$ cat src/hdl/tkbo_pkg.sv
`timescale 1ns / 1ps
`default_nettype none

package tkbo_pkg;

  typedef logic [4:0] op_t;

  localparam op_t OP_NONE      = 5'd0;
  localparam op_t OP_ACCEPT    = 5'd1;
  localparam op_t OP_LOAD_RD   = 5'd2;
  localparam op_t OP_LOAD_WR   = 5'd3;
  localparam op_t OP_FETCH_RD  = 5'd4;
  localparam op_t OP_FETCH_OUT = 5'd5;
  localparam op_t OP_WALK_INIT = 5'd6;
  localparam op_t OP_HEAD_RD   = 5'd7;
  localparam op_t OP_HEAD_TAKE = 5'd8;
  localparam op_t OP_NODE      = 5'd9;
  localparam op_t OP_LINK_TAKE = 5'd10;
  localparam op_t OP_NEXT_K    = 5'd11;
  localparam op_t OP_R_INIT    = 5'd12;
  localparam op_t OP_R_MID     = 5'd13;
  localparam op_t OP_R_SP      = 5'd14;
  localparam op_t OP_R_HD      = 5'd15;
  localparam op_t OP_R_WR      = 5'd16;
  localparam op_t OP_SORT_DONE = 5'd17;

  localparam logic [1:0] ST_OK      = 2'd0;
  localparam logic [1:0] ST_BAD_KEY = 2'd1;
  localparam logic [1:0] ST_EMPTY   = 2'd2;
  localparam logic [1:0] ST_FULL    = 2'd3;

  typedef struct packed {
    op_t  op;
    logic pass;   // 0: walk into middle order, 1: walk into final order
  } cmd_t;

  typedef struct packed {
    logic p_nz;
    logic n_lt_count;
    logic k_last;
    logic i_zero;
    logic last_r;
  } sts_t;

endpackage

`default_nettype wire

$ cat src/hdl/tkbo_ctrl.sv
`timescale 1ns / 1ps
`default_nettype none

module tkbo_ctrl (
  input  wire logic          clk,
  input  wire logic          rst,
  input  wire logic          in_valid,
  input  wire logic          in_action,
  input  wire logic          out_valid,
  input  wire logic          out_ready,
  input  wire tkbo_pkg::sts_t sts,
  output logic               in_ready,
  output tkbo_pkg::cmd_t     cmd
);
  import tkbo_pkg::*;

  localparam logic [3:0] S_IDLE   = 4'd0;
  localparam logic [3:0] S_LOAD   = 4'd1;
  localparam logic [3:0] S_LOADW  = 4'd2;
  localparam logic [3:0] S_FETCH  = 4'd3;
  localparam logic [3:0] S_FETCHO = 4'd4;
  localparam logic [3:0] S_WINIT  = 4'd5;
  localparam logic [3:0] S_WHRD   = 4'd6;
  localparam logic [3:0] S_WHTK   = 4'd7;
  localparam logic [3:0] S_WNODE  = 4'd8;
  localparam logic [3:0] S_WLTK   = 4'd9;
  localparam logic [3:0] S_RINIT  = 4'd10;
  localparam logic [3:0] S_RMID   = 4'd11;
  localparam logic [3:0] S_RSP    = 4'd12;
  localparam logic [3:0] S_RHD    = 4'd13;
  localparam logic [3:0] S_RWR    = 4'd14;
  localparam logic [3:0] S_DONE   = 4'd15;

  logic [3:0] state, state_next;
  logic       pass, pass_next;
  logic       accept;

  assign in_ready = (state == S_IDLE) && (!out_valid || out_ready);
  assign accept   = in_valid && in_ready;

  always_comb begin
    state_next = state;
    pass_next  = pass;
    cmd.op     = OP_NONE;
    cmd.pass   = pass;
    unique case (state)
      S_IDLE: begin
        if (accept) begin
          cmd.op     = OP_ACCEPT;
          state_next = in_action ? S_FETCH : S_LOAD;
        end
      end
      S_LOAD: begin
        cmd.op     = OP_LOAD_RD;
        state_next = S_LOADW;
      end
      S_LOADW: begin
        cmd.op = OP_LOAD_WR;
        if (sts.last_r) begin
          pass_next  = 1'b0;
          state_next = S_WINIT;
        end else begin
          state_next = S_IDLE;
        end
      end
      S_FETCH: begin
        cmd.op     = OP_FETCH_RD;
        state_next = S_FETCHO;
      end
      S_FETCHO: begin
        cmd.op     = OP_FETCH_OUT;
        state_next = S_IDLE;
      end
      S_WINIT: begin
        cmd.op     = OP_WALK_INIT;
        state_next = S_WHRD;
      end
      S_WHRD: begin
        cmd.op     = OP_HEAD_RD;
        state_next = S_WHTK;
      end
      S_WHTK: begin
        cmd.op     = OP_HEAD_TAKE;
        state_next = S_WNODE;
      end
      S_WNODE: begin
        if (sts.p_nz && sts.n_lt_count) begin
          cmd.op     = OP_NODE;
          state_next = S_WLTK;
        end else begin
          cmd.op = OP_NEXT_K;
          if (sts.k_last) begin
            state_next = pass ? S_DONE : S_RINIT;
          end else begin
            state_next = S_WHRD;
          end
        end
      end
      S_WLTK: begin
        cmd.op     = OP_LINK_TAKE;
        state_next = S_WNODE;
      end
      S_RINIT: begin
        cmd.op     = OP_R_INIT;
        state_next = S_RMID;
      end
      S_RMID: begin
        if (sts.i_zero) begin
          pass_next  = 1'b1;
          state_next = S_WINIT;
        end else begin
          cmd.op     = OP_R_MID;
          state_next = S_RSP;
        end
      end
      S_RSP: begin
        cmd.op     = OP_R_SP;
        state_next = S_RHD;
      end
      S_RHD: begin
        cmd.op     = OP_R_HD;
        state_next = S_RWR;
      end
      S_RWR: begin
        cmd.op     = OP_R_WR;
        state_next = S_RMID;
      end
      S_DONE: begin
        cmd.op     = OP_SORT_DONE;
        state_next = S_IDLE;
      end
      default: state_next = S_IDLE;
    endcase
  end

  always_ff @(posedge clk) begin
    if (rst) begin
      state <= S_IDLE;
      pass  <= 1'b0;
    end else begin
      state <= state_next;
      pass  <= pass_next;
    end
  end

  // an accepted transaction always leaves idle
  a_accept_busy: assert property (@(posedge clk) disable iff (rst)
    accept |=> state != S_IDLE)
    else $error("accepted transaction did not start");

  // the sort only finishes after the second walk
  a_done_pass: assert property (@(posedge clk) disable iff (rst)
    state == S_DONE |-> pass)
    else $error("sort finished after first walk");

endmodule

`default_nettype wire

$ cat config.mk
export PLATFORM = sky130hd
export DESIGN_NAME = tkbo_ctrl
export DESIGN_NICKNAME = d
export VERILOG_FILES = /design/src/hdl/tkbo_pkg.sv /design/src/hdl/tkbo_ctrl.sv
export SDC_FILE = /design/constraint.sdc
export NUM_CORES = 1
export LEC_CHECK = 0
export BUFFER_PORTS_ARGS = -buffer_cell sky130_fd_sc_hd__buf_2
export CAP_MARGIN = 20
export CORE_AREA = 2 2 39 41
export CTS_BUF_LIST = sky130_fd_sc_hd__clkbuf_8
export CTS_CLUSTER_SIZE = 28
export DETAILED_ROUTE_END_ITERATION = 10
export DIE_AREA = 0 0 41 43
export PLACE_DENSITY = 0.72
export RECOVER_POWER = 50
export SYNTH_ARGS = -nofsm -noshare
export SYNTH_HDL_FRONTEND = slang
export SYNTH_SLANG_ARGS = --single-unit
export TNS_END_PERCENT = 10
$ cat constraint.sdc
create_clock -name clk -period 2.81 [get_ports clk]
set_input_delay 0.1405 -clock clk [delete_from_list [all_inputs] [get_ports clk]]
set_output_delay 0.1405 -clock clk [all_outputs]
set_load 0.1 [all_outputs]
== Yosys cells after proc, flatten, opt, wreduce, memory -nomap -nowiden ==
Cells that the tools add are included.
W data, S select, Z words.
Storage, ports and cells
  ROM bits: 0
  memory bits (writable): 0
  memories kept: 0
  bits in latches: 0
  word-level logic and storage cells: 46
  bits in registers: 5
Operators by class
  eq/ne operators: 18
  div/mod/pow operators: 0
  order comparisons: 0
  reduce and logical (&&, ||, !) cells: 11
  shifts and indexed selects: 0
  $mul: 0
  add/subtract/negate cells: 0
  mux-type cells: 15
  bitwise logic cells: 0
Operators with widths (number)
  $pmux W5 S16: 1
  $pmux W4 S13: 1
  $eq A4 B4 Y1 const B: 8
  $mux W4: 5
  $eq A4 B3 Y1 const B: 4
  $eq A4 B2 Y1 const B: 2
  $mux W3: 2
  $ne A2 B2 Y1 const B: 3
  $reduce_or A2 Y1: 3
  $eq A4 B1 Y1 const B: 1
  $logic_not A4 Y1: 1
  $mux W2: 2
  $logic_and A1 B1 Y1: 3
  $mux W1: 3
  $reduce_and A3 Y1: 1
  $pmux W1 S2: 1
  $reduce_bool A2 Y1: 1
  $logic_not A1 Y1: 1
  $logic_or A1 B1 Y1: 1

== Logic depth before layout (Yosys ltp) ==
Gate-level depths: netlist of the first run.
  word-level depth: 6
  mapped depth: 5

== Least setup slack after synthesis of the first run ==
OpenSTA, ideal clock, no wires.
  kind: register to output
  start point: register state[2]
  end point: output cmd[1] (netlist bit)
  required time: 2.670 ns
  path slack: -0.367 ns
  data arrival time: 3.036 ns
  cell stages (with the launch flop): 5
  cells stage by stage: dfxtp_1 buf_2 buf_2 a21oi_1 a221oi_1
RTL lines
  start: declaration: RTL line tkbo_ctrl.sv:34  | logic [3:0] state, state_next;
  start signal: assignment: RTL line tkbo_ctrl.sv:141  | state <= state_next;
  end: declaration: RTL line tkbo_ctrl.sv:13  | output tkbo_pkg::cmd_t cmd

==> impl_results.md, run 1 <==
- Run status: completed
- First-pass GRT wire length: 1.98 mm
- Final Setup Violations: 0
- Fraction of layout cells with a size suffix above 1: 0.233
- R2R Path End: state[1]$_SDFFE_PP0P_
- Req. time, crit path: 2670 ps
- Row count: 14
- Synth-to-layout area growth: 20.5%
- EDFF count, synth: 0
- Async S/R FF share, synth: 0
- Reg clk slew, reported paths: 30 ps
- Mapped Cells: 73
- DRT antenna net count: 0
- Antenna cells: 0
- R2R setup slack: 1290 ps
- Total GRT Usage: 0.162
- CP startpoint kind: register
- CTS root buffer: clkbuf_8
- FF+latch area: 100 µm²
- Unrepaired setup endpoints after global routing: no
- Chip height: 43 µm
- Crit end category: output pin
- FF-to-FF path depth: 4
- Final hold violations: 0
- Post-Synthesis Mean Instance Area: 6.94 µm²
- Period utilization: 0.751
- Top-count cell post-synth: nor2_1
- Final-layout fill cell count: 141
- Core Footprint: 0.00138 mm²
- Synth area leader: dfxtp_1
- Worst r2r src: state[1]$_SDFFE_PP0P_
- Detailed placement HPWL: 882 µm
- GP Congestion: 0.832
- Top post-synthesis cells by area: dfxtp_1 20%, nor2_1 7.4%, a21oi_1 4.9%, buf_2 4.9%, nand2b_1 4.9%
- Post-Route Utilization: 0.441
- Fmax achieved: 0.474 GHz
- Mapped Area: 507 µm²
- CTS tree: yes
- CTS Buf Count: 3
- First-pass iteration count of the detailed router: 4
- DRC: 0
- Nets: 98
- H-tree levels: 1
- Non-filler cells, final: 102
- Grt ovf: 0
- Placed Area: 567 µm²
- Crit path from: state[2]$_SDFFE_PP0P_
- Worst-path fanout max: 20
- Post-synth top cells: 10 x nor2_1, 5 x a21oi_1, 5 x buf_2, 5 x dfxtp_1
- Via/cell ratio: 5.92
- Finished Cell Area: 611 µm²
- Placed cells: 98
- Tmin final: 2110 ps
- Ports: 18
- Distinct cells, synth: 32
- Number of port buffers: 17
- Initial core utilization: 0.366
- Syn_nets: 84
- Final-report max-slew violation count: 0
- Synth warn: 0
- Clk_lat worst skew: 220 ps
- Hold_sp: rst
- HP Class: primary input to register
- Hold Buf Count CTS: 0
- Routed vias: 604
- WHS Endpoint: state[3]$_SDFFE_PP0P_
- Max Clock Skew: 0.296 ps
- WHS Path Cells: 2
- Synth top area share: 0.198
- CTS Sinks: 5
- Slew margin rel.: 0.235
- Vias in the first global route: 473
- Worst slew pin tran: 1150 ps
- WP data arrival: 1970 ps
- Die width: 41 µm
- Clk buf depth: 2
- Largest net degree at the start of global routing: 24
- Full die area: 0.00176 mm²
- Sequential-to-total area share from yosys stat: 0.198
- Footprint of the multi-input gates: 350 µm²
- Post-DR wirelength/cell: 11.9 µm
- Max-Cap Viols: 0
- CP Class: register to output pin
- Flops & latches, synth: 5
- Routed wire length: 1.21 mm
- Post-CTS sizing: 0
- Postcts setup bufs: 0
- Initial antenna violation count: 0
- 1st-iter DRT viols: 20
- Main synth FF type: dfxtp_1
==> logic make-up after synthesis <==
logic type | Yosys count | share of synthesized area
AO/OA/AOI/OAI | 29 | 0.405
AND/OR/NAND/NOR | 27 | 0.257
buffers and inverters | 11 | 0.123
flip-flops | 5 | 0.198
XOR/XNOR | 1 | 0.0173
==> cells in the final DEF (no fill, tap or decap), types with 2 or more instances in the layout <==
master,netlist,final
a21o_1,2,2
a311oi_1,2,2
dfxtp_1,5,5
buf_2,5,16
nor3_1,3,3
a31oi_1,3,3
nand2b_1,4,4
clkbuf_8,0,3
nand2_1,4,4
inv_1,3,4
a21oi_1,5,5
o21ai_0,4,4
nor2_1,10,10
and3_1,2,2
==> worst max-delay path, cell delays in order (launching register included) <==
cell and delay [ps]:
dfxtp_1 680, nor2_1 170, a21o_1 200, a221oi_2 240, buf_2 460
==> area by class of cell <==
| type | count | share of cell area |
|---|---|---|
| multi-input cells | 57 | 0.574 |
| flip-flops and latches | 5 | 0.164 |
| repair buffers | 17 | 0.137 |
| clock buffers | 3 | 0.0676 |
| well taps | 16 | 0.0328 |
| inverters | 3 | 0.0184 |
| clock inverters | 1 | 0.00615 |
==> stage by stage <==
stage / setup TNS, ps / setup WS (ps) / hold slack [ps]
after floorplan: -211 / -211 / 213
after global placement: 0 / 1000 / 385
after detailed placement: 0 / 954 / 391
after CTS: 0 / 721 / 162
after global routing: 0 / 542 / 171
final: 0 / 700 / 162
==> worst max-delay path by stage <==
stage	to	slack, ps
CTS	cmd[1]	720
detailed placement	cmd[1]	950
global placement	cmd[1]	1000
global route	cmd[3]	540
finish	cmd[1]	700
floorplan	cmd[4]	-210
==> state kept, by name, indices dropped and copies added (netlist names) <==
| name | cells |
|---|---|
| pass | 1 |
| state | 4 |
==> per-layer routing <==
layer	part of all wire	track usage	vias up	routed length, µm
li1	-	-	299	-
met3	0.097	0.0785	0	118
met4	0	0.0333	0	0
met5	0	0	-	0
met2	0.46	0.219	30	556
met1	0.44	0.228	275	535
Power of run 1 is left out: the tool's default activity adds up to more than one toggle a clock period on the data nets, which glitch-free logic cannot reach.
==> run 2: changes to the inputs <==
ABC_AREA = 1   (was default)
clock period = 1.8 ns   (was 2.81 ns; I/O delays follow)
==> impl_results.md, run 2 <==
- Max reg flops: 4 (unchanged)
- Antenna cells: 0 (unchanged)
- Full die area: 0.00176 mm² (unchanged)
- Crit end category: output pin (unchanged)
- CTS tree: yes (unchanged)
- Post-synth top cells: 26 x nand2_1, 14 x nor2_1, 12 x inv_1, 12 x nand3_1, 5 x dfxtp_1 (was 10 x nor2_1, 5 x a21oi_1, 5 x buf_2, 5 x dfxtp_1)
- CTS Sinks: 5 (unchanged)
- CP startpoint kind: register (unchanged)
- Fraction of layout cells with a size suffix above 1: 0.259 (was 0.233)
- WP data arrival: 1580 ps (was 1970 ps)
- Post-CTS sizing: 0 (unchanged)
- Synth area leader: dfxtp_1 (unchanged)
- Worst-path fanout max: 6 (was 20)
- Die width: 41 µm (unchanged)
- Postcts setup bufs: 0 (unchanged)
- Final-report max-slew violation count: 0 (unchanged)
- Setup WS post-layout: 126 ps (was 700 ps)
- H-tree levels: 1 (unchanged)
- Grt ovf: 0 (unchanged)
- Post-placement setup slack: 332 ps (was 954 ps)
- Initial core utilization: 0.350 (was 0.366)
- Most frequent cells in the layout: 26 x nand2_1, 16 x nor2_1, 14 x inv_1 (was 16 x buf_2, 10 x nor2_1, 5 x a21oi_1, 5 x dfxtp_1)
- Worst slew pin tran: 540 ps (was 1150 ps)
- Via/cell ratio: 4.85 (was 5.92)
- CTS root buffer: clkbuf_8 (unchanged)
- Routed wire length: 1.23 mm (was 1.21 mm)
- GP Congestion: 0.876 (was 0.832)
- Finished Cell Area: 676 µm² (was 611 µm²)
- DRT antenna net count: 0 (unchanged)
- Detailed placement HPWL: 1.04 mm (was 882 µm)
- Reg clk slew, reported paths: 40 ps (was 30 ps)
- Clk_lat worst skew: 220 ps (about the same)
- CP Class: register to output pin (unchanged)
- Vias in the first global route: 555 (was 473)
- Period utilization: 0.930
- Total GRT Usage: 0.172 (was 0.162)
- Unrepaired setup endpoints after global routing: no (unchanged)
- Synth-to-layout area growth: 39.5% (was 20.5%)
- Run status: completed (unchanged)
- Initial antenna violation count: 0 (unchanged)
- Largest regs: state: 4 flops, pass: 1 flops (unchanged)
- Post-Synthesis Mean Instance Area: 5.50 µm² (was 6.94 µm²)
- Row count: 14 (unchanged)
- Fmax achieved: 0.597 GHz
- DRC: 0 (unchanged)
- Mapped Area: 484 µm² (was 507 µm²)
- Mapped Cells: 88 (was 73)
- Ports: 18 (unchanged)
- Async S/R FF share, synth: 0 (unchanged)
- Most common cell after layout, fill and taps aside: nand2_1 (was buf_2)
- R2R setup slack: 520 ps (was 1290 ps)
- EDFF count, synth: 0 (unchanged)
- Top post-synthesis cells by area: dfxtp_1 21%, nand2_1 20%, nand3_1 12%, nor2_1 11%, inv_1 9.3% (was dfxtp_1 20%, nor2_1 7.4%, a21oi_1 4.9%, buf_2 4.9%, nand2b_1 4.9%)
- Clk buf depth: 2 (unchanged)
- Sequential-to-total area share from yosys stat: 0.207 (was 0.198)
- Flops & latches, synth: 5 (unchanged)
- 1st-iter DRT viols: 6 (was 20)
- Core Footprint: 0.00138 mm² (unchanged)
- FF-to-FF path depth: 5 (was 4)
- WHS Path Cells: 2 (unchanged)
- Synth top area share: 0.207 (was 0.198)
- Post-Route Utilization: 0.488 (was 0.441)
- Top-count cell post-synth: nand2_1 (was nor2_1)
- First-pass iteration count of the detailed router: 4 (unchanged)
- CTS Buf Count: 3 (unchanged)
- Main synth FF type: dfxtp_1 (unchanged)
- Placed Area: 633 µm² (was 567 µm²)
- Routed vias: 601 (was 604)
- First-pass GRT wire length: 2.00 mm (was 1.98 mm)
- Distinct cells, synth: 16 (was 32)
- Top reg by flops: state (unchanged)
- Final Setup Violations: 0 (unchanged)
- Max Clock Skew: 2.94 ps (was 0.296 ps)
- Syn_nets: 99 (was 84)
- Max-Cap Viols: 0 (unchanged)
- Slew margin rel.: 0.641 (was 0.235)
- Post-DR wirelength/cell: 9.90 µm (was 11.9 µm)
- Req. time, crit path: 1710 ps (was 2670 ps)
- Largest net degree at the start of global routing: 8 (was 24)
- Synth warn: 0 (unchanged)
- WHS: 61.8 ps (was 162 ps)
- Final hold violations: 0 (unchanged)
- Chip height: 43 µm (unchanged)
- Hold Buf Count CTS: 0 (unchanged)
- Nets: 120 (was 98)
- HP Class: primary input to register (unchanged)
- Tmin final: 1670 ps
- Number of port buffers: 17 (unchanged)
==> run 2: cell types whose count changed in the layout (fill, tap and decap cells not counted), sizes merged, moves of 8 or more <==
cell   before  now
nand3       1   12
inv         4   16
nor2       10   18
nand2       4   28
==> run 2: cells by family after synthesis <==
kind of cell | synth area share
AO/OA/AOI/OAI | 0.127
buffers and inverters | 0.132
flip-flops | 0.207
AND/OR/NAND/NOR | 0.535
==> run 2: layer usage <==
layer  vias to the layer above  track usage  routed length (µm)
met5                         -            0                   0
met4                         0        0.153                  53
met3                         7       0.0209                  58
met2                        19        0.275                 622
met1                       259        0.179                 493
li1                        316            -                   -
==> run 2: path summary, 6_finish.rpt <==
kind / from / end
worst max-delay path: state[0]$_SDFFE_PP0P_ / in_ready
worst min-delay path: rst / state[2]$_SDFFE_PP0P_
worst max register to register: state[0]$_SDFFE_PP0P_ / state[1]$_SDFFE_PP0P_
worst min register to register: pass$_SDFFE_PP0P_ / pass$_SDFFE_PP0P_
==> run 2: final cells by class <==
type                    instances  area, µm²
fillers                       152        708
multi-input cells              67        322
repair buffers                 17        133
flip-flops and latches          5        100
inverters                      15       56.3
clock buffers                   3       41.3
well taps                      16       20.0
clock inverters                 1       3.75
==> run 2: worst max-delay path, cell delays in order (launching register included) <==
cell and delay, ps:
dfxtp_1 350, nor2_1 330, nand2_2 140, nor2_1 100
buf_2 430
==> run 2: through the flow <==
step | std cells | setup TNS [ps]
3_3_place_gp | 120 | 0
5_1_grt | 124 | 0
2_1_floorplan | 88 | -841
4_1_cts | 124 | 0
6_report | 124 | 0
3_5_place_dp | 120 | 0
Power of run 2 is left out for the same reason.
==> run 3: changes to the inputs <==
REMOVE_ABC_BUFFERS = 1   (was default)
==> impl_results.md, run 3 (synthesis results as in run 2) <==
- Final hold violations: 0 (unchanged)
- Fraction of layout cells with a size suffix above 1: 0.259 (unchanged)
- CTS root buffer: clkbuf_8 (unchanged)
- 1st-iter DRT viols: 19 (was 6)
- CP startpoint kind: register (unchanged)
- Period utilization: 0.925 (was 0.930)
- Max reg flops: 4 (unchanged)
- Most frequent cells in the layout: 26 x nand2_1, 15 x nor2_1, 14 x inv_1 (was 26 x nand2_1, 16 x nor2_1, 14 x inv_1)
- Finished Cell Area: 647 µm² (was 676 µm²)
- Routed wire length: 1.15 mm (was 1.23 mm)
- CTS Buf Count: 3 (unchanged)
- Post-DR wirelength/cell: 9.26 µm (was 9.90 µm)
- Nets: 120 (unchanged)
- Initial core utilization: 0.350 (unchanged)
- Via/cell ratio: 4.92 (was 4.85)
- Placed Area: 597 µm² (was 633 µm²)
- Final-report max-slew violation count: 0 (unchanged)
- CTS Sinks: 5 (unchanged)
- Post-Route Utilization: 0.467 (was 0.488)
- Initial antenna violation count: 0 (unchanged)
- Req. time, crit path: 1710 ps (about the same)
- H-tree levels: 1 (unchanged)
- Grt met1 use: 0.193 (was 0.179)
- Die width: 41 µm (unchanged)
- Max Clock Skew: 3.46 ps (was 2.94 ps)
- Total GRT Usage: 0.168 (was 0.172)
- Run status: completed (unchanged)
- Grt peak-use layer: met2 (unchanged)
- CTS tree: yes (unchanged)
- Post-placement setup slack: 283 ps (was 332 ps)
- WP data arrival: 1570 ps (was 1580 ps)
- M3 GR Usage: 0.0524 (was 0.0209)
- Largest net degree at the start of global routing: 8 (unchanged)
- Most common cell after layout, fill and taps aside: nand2_1 (unchanged)
- Detailed placement HPWL: 976 µm (was 1.04 mm)
- DRC: 0 (unchanged)
- Worst slew pin tran: 538 ps (was 540 ps)
- Clk buf depth: 2 (unchanged)
- Crit end category: output pin (unchanged)
- Row count: 14 (unchanged)
- Slew margin rel.: 0.643 (was 0.641)
- Placed cells: 120 (unchanged)
- Clk_lat worst skew: 220 ps (about the same)
- Largest regs: state: 4 flops, pass: 1 flops (unchanged)
- HP Class: primary input to register (unchanged)
- Tmin final: 1660 ps (was 1670 ps)
- Setup WS post-layout: 136 ps (was 126 ps)
- Grt ovf: 0 (unchanged)
- Final-layout fill cell count: 145 (was 152)
- Routed vias: 610 (was 601)
- Reg clk slew, reported paths: 40 ps (about the same)
- First-pass GRT wire length: 2.03 mm (was 2.00 mm)
- Number of port buffers: 17 (unchanged)
- Core Footprint: 0.00138 mm² (unchanged)
- Antenna cells: 0 (unchanged)
- Worst-path fanout max: 7 (was 6)
- Final Setup Violations: 0 (unchanged)
- Ports: 18 (unchanged)
- Chip height: 43 µm (unchanged)
- Full die area: 0.00176 mm² (unchanged)
- Synth-to-layout area growth: 33.6% (was 39.5%)
- GP Congestion: 0.889 (was 0.876)
- Postcts setup bufs: 0 (unchanged)
- Non-filler cells, final: 124 (unchanged)
- DRT antenna net count: 0 (unchanged)
- Vias in the first global route: 541 (was 555)
- Max-Cap Viols: 0 (unchanged)
- Fmax achieved: 0.601 GHz (was 0.597 GHz)
- First-pass iteration count of the detailed router: 4 (unchanged)
- Met2 track demand over resource: 0.259 (was 0.275)
- Top reg by flops: state (unchanged)
- CP Class: register to output pin (unchanged)
-- run 3: cell count changes in the layout (fill, tap and decap cells not counted), sizes merged --
cell    previous run  this run
clkbuf             5         6
buf               15        14
-- run 3: area by class of cell --
type                    instances  area [µm²]  area share
clock buffers                   3        41.3      0.0638
clock inverters                 1        3.75     0.00580
inverters                      15        56.3      0.0870
multi-input cells              67         318       0.491
flip-flops and latches          5         100       0.155
well taps                      16        20.0      0.0309
repair buffers                 17         108       0.166
-- run 3: worst max-delay path, stage by stage (launching register included) --
cell      delay [ps]
dfxtp_1          410
inv_1            120
nor2_1           190
o211ai_1         150
o211ai_1         120
clkbuf_4         360
-- run 3: stage by stage --
step / hold slack (ps) / setup TNS [ps]
after floorplan: 162 / -1260
after global placement: 283 / 0
after detailed placement: 282 / 0
after CTS: 50.5 / 0
after global routing: 54.0 / -6.93
final: 57.1 / 0
-- run 3: worst paths after layout --
| kind | to | startpoint | cells past startpoint | slack, ps |
|---|---|---|---|---|
| worst max register to register | pass$_SDFFE_PP0P_ | state[1]$_SDFFE_PP0P_ | 6 | 560 |
| worst min-delay path | state[2]$_SDFFE_PP0P_ | rst | 2 | 60 |
| worst min register to register | pass$_SDFFE_PP0P_ | pass$_SDFFE_PP0P_ | 2 | 520 |
| worst max-delay path | cmd[4] | state[3]$_SDFFE_PP0P_ | 5 | 140 |
-- run 3: layer usage --
metal / routed length (µm) / up-vias
met3: 93 / 4
li1: - / 316
met2: 563 / 27
met4: 28 / 0
met1: 463 / 263
met5: 0 / -
-- run 3: what timing repair did --
| action | 4_1_cts | 5_1_grt |
|---|---|---|
| setup endpoints to repair | 0 | 3 |
| gates resized for setup | 0 | 4 |
| hold buffers | 0 | 0 |
Power of run 3 is left out for the same reason.
